## src/hw/rtl/sprf_pkg.sv

```systemverilog
// Shared types, widths and constants for the sphere pair repulsion force block.
// No dependencies; every other file in hw/rtl imports this package.
package sprf_pkg;

  localparam int COORD_FIELD_W = 32;
  localparam int COORD_WIDTH   = 32;
  localparam int DIFF_W        = COORD_WIDTH + 1;
  localparam int MAG_W         = COORD_WIDTH;
  localparam int SQM_W         = 2 * MAG_W;
  localparam int SQ_W          = SQM_W + 2;
  localparam int ROOT_W        = SQ_W / 2;
  localparam int REM_W         = ROOT_W + 2;
  localparam int RAD_W         = 31;
  localparam int CR_W          = 31;
  localparam int STIFF_W       = 16;
  localparam int THR_W         = RAD_W + 2;
  localparam int CSQ_W         = 2 * CR_W;
  localparam int TDSQ_W        = 2 * THR_W;
  localparam int BASE_W        = TDSQ_W + STIFF_W;
  localparam int PART_W        = 28;
  localparam int NPART         = (BASE_W + PART_W - 1) / PART_W;
  localparam int PROD_W        = PART_W + MAG_W;
  localparam int NUMB_W        = BASE_W + MAG_W;
  localparam int FRAC_W        = 16;
  localparam int NUM_W         = NUMB_W + FRAC_W;
  localparam int DENP_W        = CR_W + ROOT_W;
  localparam int DEN_W         = CSQ_W + ROOT_W;
  localparam int QUO_W         = 48;
  localparam int NUMH_W        = NUM_W - QUO_W;
  localparam int FORCE_W       = 48;
  localparam int ADDR_W        = 3;
  localparam int DATA_W        = 32;
  localparam int SQRT_LAT      = ROOT_W;
  localparam int DIV_LAT       = QUO_W + 1;
  localparam int LATENCY       = 3 + SQRT_LAT + 5 + DIV_LAT + 1;

  localparam logic [CR_W-1:0]    CR_RESET    = CR_W'(65536);
  localparam logic [STIFF_W-1:0] STIFF_RESET = STIFF_W'(10000);

  localparam logic REG_CONTACT_RANGE = 1'b0;
  localparam logic REG_STIFFNESS     = 1'b1;

  localparam logic [FORCE_W-1:0] POS_LIMIT = {1'b0, {(FORCE_W-1){1'b1}}};
  localparam logic [FORCE_W-1:0] NEG_LIMIT = {1'b1, {(FORCE_W-1){1'b0}}};

  typedef struct packed {
    logic signed [COORD_FIELD_W-1:0] first_x;
    logic signed [COORD_FIELD_W-1:0] first_y;
    logic signed [COORD_FIELD_W-1:0] first_z;
    logic [RAD_W-1:0]                first_radius;
    logic signed [COORD_FIELD_W-1:0] second_x;
    logic signed [COORD_FIELD_W-1:0] second_y;
    logic signed [COORD_FIELD_W-1:0] second_z;
    logic [RAD_W-1:0]                second_radius;
  } in_item_t;

  typedef struct packed {
    logic signed [FORCE_W-1:0] force_x;
    logic signed [FORCE_W-1:0] force_y;
    logic signed [FORCE_W-1:0] force_z;
    logic                      in_contact;
    logic                      coincident;
    logic                      saturated;
  } out_item_t;

  typedef struct packed {
    logic [CR_W-1:0]    contact_range;
    logic [STIFF_W-1:0] stiffness;
  } cfg_t;

  // carried alongside the square root
  typedef struct packed {
    logic [2:0][MAG_W-1:0] mag;
    logic [2:0]            sgn;
    logic [THR_W-1:0]      thr;
    logic                  coinc;
  } side_t;

  // flags carried alongside the force arithmetic
  typedef struct packed {
    logic [2:0] sgn;
    logic       contact;
    logic       coinc;
  } post_t;

endpackage

```

## src/hw/rtl/sprf_cfg.sv

```systemverilog
// APB-style register file: contact range and stiffness.
// Depends on sprf_pkg.
module sprf_cfg (
  input  logic                         clk,
  input  logic                         rst_n,
  input  logic                         psel,
  input  logic                         penable,
  input  logic                         pwrite,
  input  logic [sprf_pkg::ADDR_W-1:0]  paddr,
  input  logic [sprf_pkg::DATA_W-1:0]  pwdata,
  output logic [sprf_pkg::DATA_W-1:0]  prdata,
  output logic                         pready,
  output sprf_pkg::cfg_t               cfg
);
  import sprf_pkg::*;

  cfg_t cfg_r, cfg_nxt;
  logic wr_en;

  assign wr_en  = psel & penable & pwrite;
  assign pready = 1'b1;

  always_comb begin
    cfg_nxt = cfg_r;
    if (wr_en) begin
      case (paddr[2])
        REG_CONTACT_RANGE: cfg_nxt.contact_range = pwdata[CR_W-1:0];
        REG_STIFFNESS:     cfg_nxt.stiffness     = pwdata[STIFF_W-1:0];
        default:           cfg_nxt = cfg_r;
      endcase
    end
  end

  always_ff @(posedge clk) begin
    if (!rst_n) begin
      cfg_r.contact_range <= CR_RESET;
      cfg_r.stiffness     <= STIFF_RESET;
    end else begin
      cfg_r <= cfg_nxt;
    end
  end

  always_comb begin
    case (paddr[2])
      REG_CONTACT_RANGE: prdata = {{(DATA_W-CR_W){1'b0}}, cfg_r.contact_range};
      REG_STIFFNESS:     prdata = {{(DATA_W-STIFF_W){1'b0}}, cfg_r.stiffness};
      default:           prdata = '0;
    endcase
  end

  assign cfg = cfg_r;

endmodule

```

## config.mk

```make
export PLATFORM = sky130hd
export DESIGN_NAME = sprf_cfg
export DESIGN_NICKNAME = d
export VERILOG_FILES = /design/src/hw/rtl/sprf_pkg.sv /design/src/hw/rtl/sprf_cfg.sv
export SDC_FILE = /design/constraint.sdc
export NUM_CORES = 1
export LEC_CHECK = 0
export ABC_CLOCK_PERIOD_IN_PS = 2150
export BUFFER_PORTS_ARGS = -buffer_cell sky130_fd_sc_hd__buf_2
export CELL_PAD_IN_SITES_DETAIL_PLACEMENT = 0
export CELL_PAD_IN_SITES_GLOBAL_PLACEMENT = 1
export CORE_MARGIN = 1.5
export CORE_UTILIZATION = 34
export CTS_CLUSTER_SIZE = 25
export DETAILED_ROUTE_END_ITERATION = 8
export PLACE_DENSITY = 0.89
export SLEW_MARGIN = 20
export SYNTH_ARGS = -nofsm -noshare
export SYNTH_HDL_FRONTEND = slang
export SYNTH_SLANG_ARGS = --single-unit
```

## constraint.sdc

```tcl
create_clock -name clk -period 2.15 [get_ports clk]
set_input_delay 0.215 -clock clk [delete_from_list [all_inputs] [get_ports clk]]
set_output_delay 0.215 -clock clk [all_outputs]
set_load 0.02 [all_outputs]
```

==> reports/qor.csv <==
metric;value;unit
setup_viol;0;
hold_class;in2reg;
avgSynthCellArea;9.46;um2
cts-buffers-inserted;5;
yosysSeqAreaShare;42.5;%
r2r_start;cfg[39]$_SDFFE_PN0P_;
core_area;0.00631;mm2
drc;0;
final_common_cell;buf_2;
p_leak;1.44;nW
critPathLaunch;paddr[2];
wl_per_cell;11.8;um
synth-seq-cells;47;
rsz0062_at_grt;false;
synth_cell_type_count;14;
yosys_warnings;0;
post_cts_buffers;0;
antenna_left;0;
track_usage;13.7;%
cp_data_arrival_time;1.23;ns
max_freq;692;MHz
worstSetupStartpointType;input port;
cts.sink_count;47;
die-area;0.00701;mm2
final_nets;380;
dp.cells;410;
cpMostUsedCell;buf_2;
antenna_found_initial;0;
syn_area;0.00221;mm2
initial_core_util;35.1;%
grt_pass1_vias;1699;
rows;29;
max-vdd-ir-drop;236;uV
ctsResizeCount;0;
clockRootBuffer;clkbuf_8;
tns;0;ns
crit_cells;3;
vias;1897;
layout-drive-gt1-share;42.4;%
clk_pin_slew;0.08;ns
antenna_cells;0;
max-slew-margin-rel;62.8;%
endpoint_kind;primary output;
rr_worst_depth;2;
grt_max_degree;32;
path_max_fanout;25;
syn-num-nets;274;
yosysTopAreaCell;dfxtp_1;
cts_hold_buf;0;
drv_slew;0;
synthCells;234;
drt-initial-drc-count;44;
synth_top_cell_area_share;42.5;%
slowest_stage;buf_2;
regToRegEndpoint;cfg[39]$_SDFFE_PN0P_;
die_height;83.7;um
fin_cells;417;
dpl.hpwl;3520;um
worst_slew_pin_slew;0.557;ns
crit_chain;buf_2 -> mux2_2 -> buf_2;
endpoint;prdata[7];
drt_wl_total;4910;um
grt.overflow.total;0;
clk_path_buf_depth;2;
power.density;578;mW/mm2
drt_pass1_iterations;4;
synth.area.top_cells;dfxtp_1, mux2i_1, nand2_1;
port_buffers;114;
h-tree-depth;2;
crit_required;1.93;ns
clock_latency;0.29;ns
finalWeightedCongestion;0.725;
drv_cap;0;
viasPerCell;4.55;
skew;0;ns
syn_to_final_growth;29.7;%
grt_pass1_wl;7820;um
fin_crit;1.44;ns
crit_type;in2out;
critical_path.top_delay_family;buffers and inverters;
period_share;67.2;%
io-pin-count;120;
worst-path-buf-inv;2;
final_cell_mix;buf_2, nand2_1, mux2i_1, dfxtp_1, nor2b_1;
rrSetupSlack;1.49;ns
cts_tree;yes;
finalHoldViolCount;0;
largest_reg_flops;47;
die_w;83.7;um
max_stage_delay;0.44;ns
status;finished, final reports clean;
-- layer usage --
layer | share of wire (%) | vias to the layer above | GRT usage, %
li1 | - | 964 | -
met1 | 45 | 864 | 16.9
met2 | 47 | 64 | 23.2
met3 | 6.7 | 5 | 3.76
met4 | 1.0 | 0 | 4.02
met5 | 0 | - | 0
-- logic make-up (layout without fill, tap and decap cells) --
group,Yosys count,after routing,share of synthesized area (%)
other,2,2,0.339
muxes,63,63,29.4
and+or+nand+nor,101,101,20.8
buffers and inverters,21,127,7.01
DFF,47,47,42.5
-- power by group --
group / internal (mW) / switching, mW
logic: 0.0965 / 0.135
clock network: 0.253 / 0.275
registers: 0.889 / 0.0131
-- worst reg2reg max path, cell delays in order, from the launching register on --
cell     delay, ns
dfxtp_1       0.35
nand2_1       0.06
mux2i_1       0.17
-- cell usage after synthesis --
library cell,count
nor2b_1,27
buf_12,3
buf_2,7
buf_6,1
and4_1,1
conb_1,2
dfxtp_1,47
mux2i_1,47
and4b_1,1
mux2_2,16
nand4_1,1
buf_4,3
clkbuf_1,7
nand2_1,71
-- final cells by class --
cell class / count / area, um2
Clock buffer: 6 / 82.6
Clock inverter: 1 / 5.00
Fill cell: 634 / 3440
Multi-Input combinational cell: 166 / 1120
Sequential cell: 47 / 941
Tap cell: 77 / 96.3
Timing Repair Buffer: 120 / 628
-- stage by stage --
step                      power (mW)  setup slack (ns)  hold WS (ns)  utilization (%)  instance area (um2)
after floorplan                 1.08              1.01         0.357                -                 2210
after global placement          1.15             0.651         0.448             44.1                 2790
after detailed placement        1.16             0.627         0.456             44.1                 2790
after CTS                       1.69             0.684         0.152             45.5                 2870
after global routing            1.75             0.645         0.162             45.5                 2870
final                           1.66             0.706         0.161             45.5                 2870
-- how the worst min path moves through the flow --
stage	from	to	slack, ns	cells past startpoint
2_1_floorplan	pwdata[17]	cfg[33]$_SDFFE_PN0P_	0.36	2
3_3_place_gp	cfg[40]$_SDFFE_PN0P_	cfg[40]$_SDFFE_PN0P_	0.45	2
3_5_place_dp	cfg[33]$_SDFFE_PN0P_	cfg[33]$_SDFFE_PN0P_	0.46	2
4_1_cts	pwdata[17]	cfg[33]$_SDFFE_PN0P_	0.15	3
5_1_grt	pwdata[30]	cfg[46]$_SDFFE_PN0P_	0.16	3
6_report	pwdata[17]	cfg[33]$_SDFFE_PN0P_	0.16	3
Power figures use the tool's default switching activity.
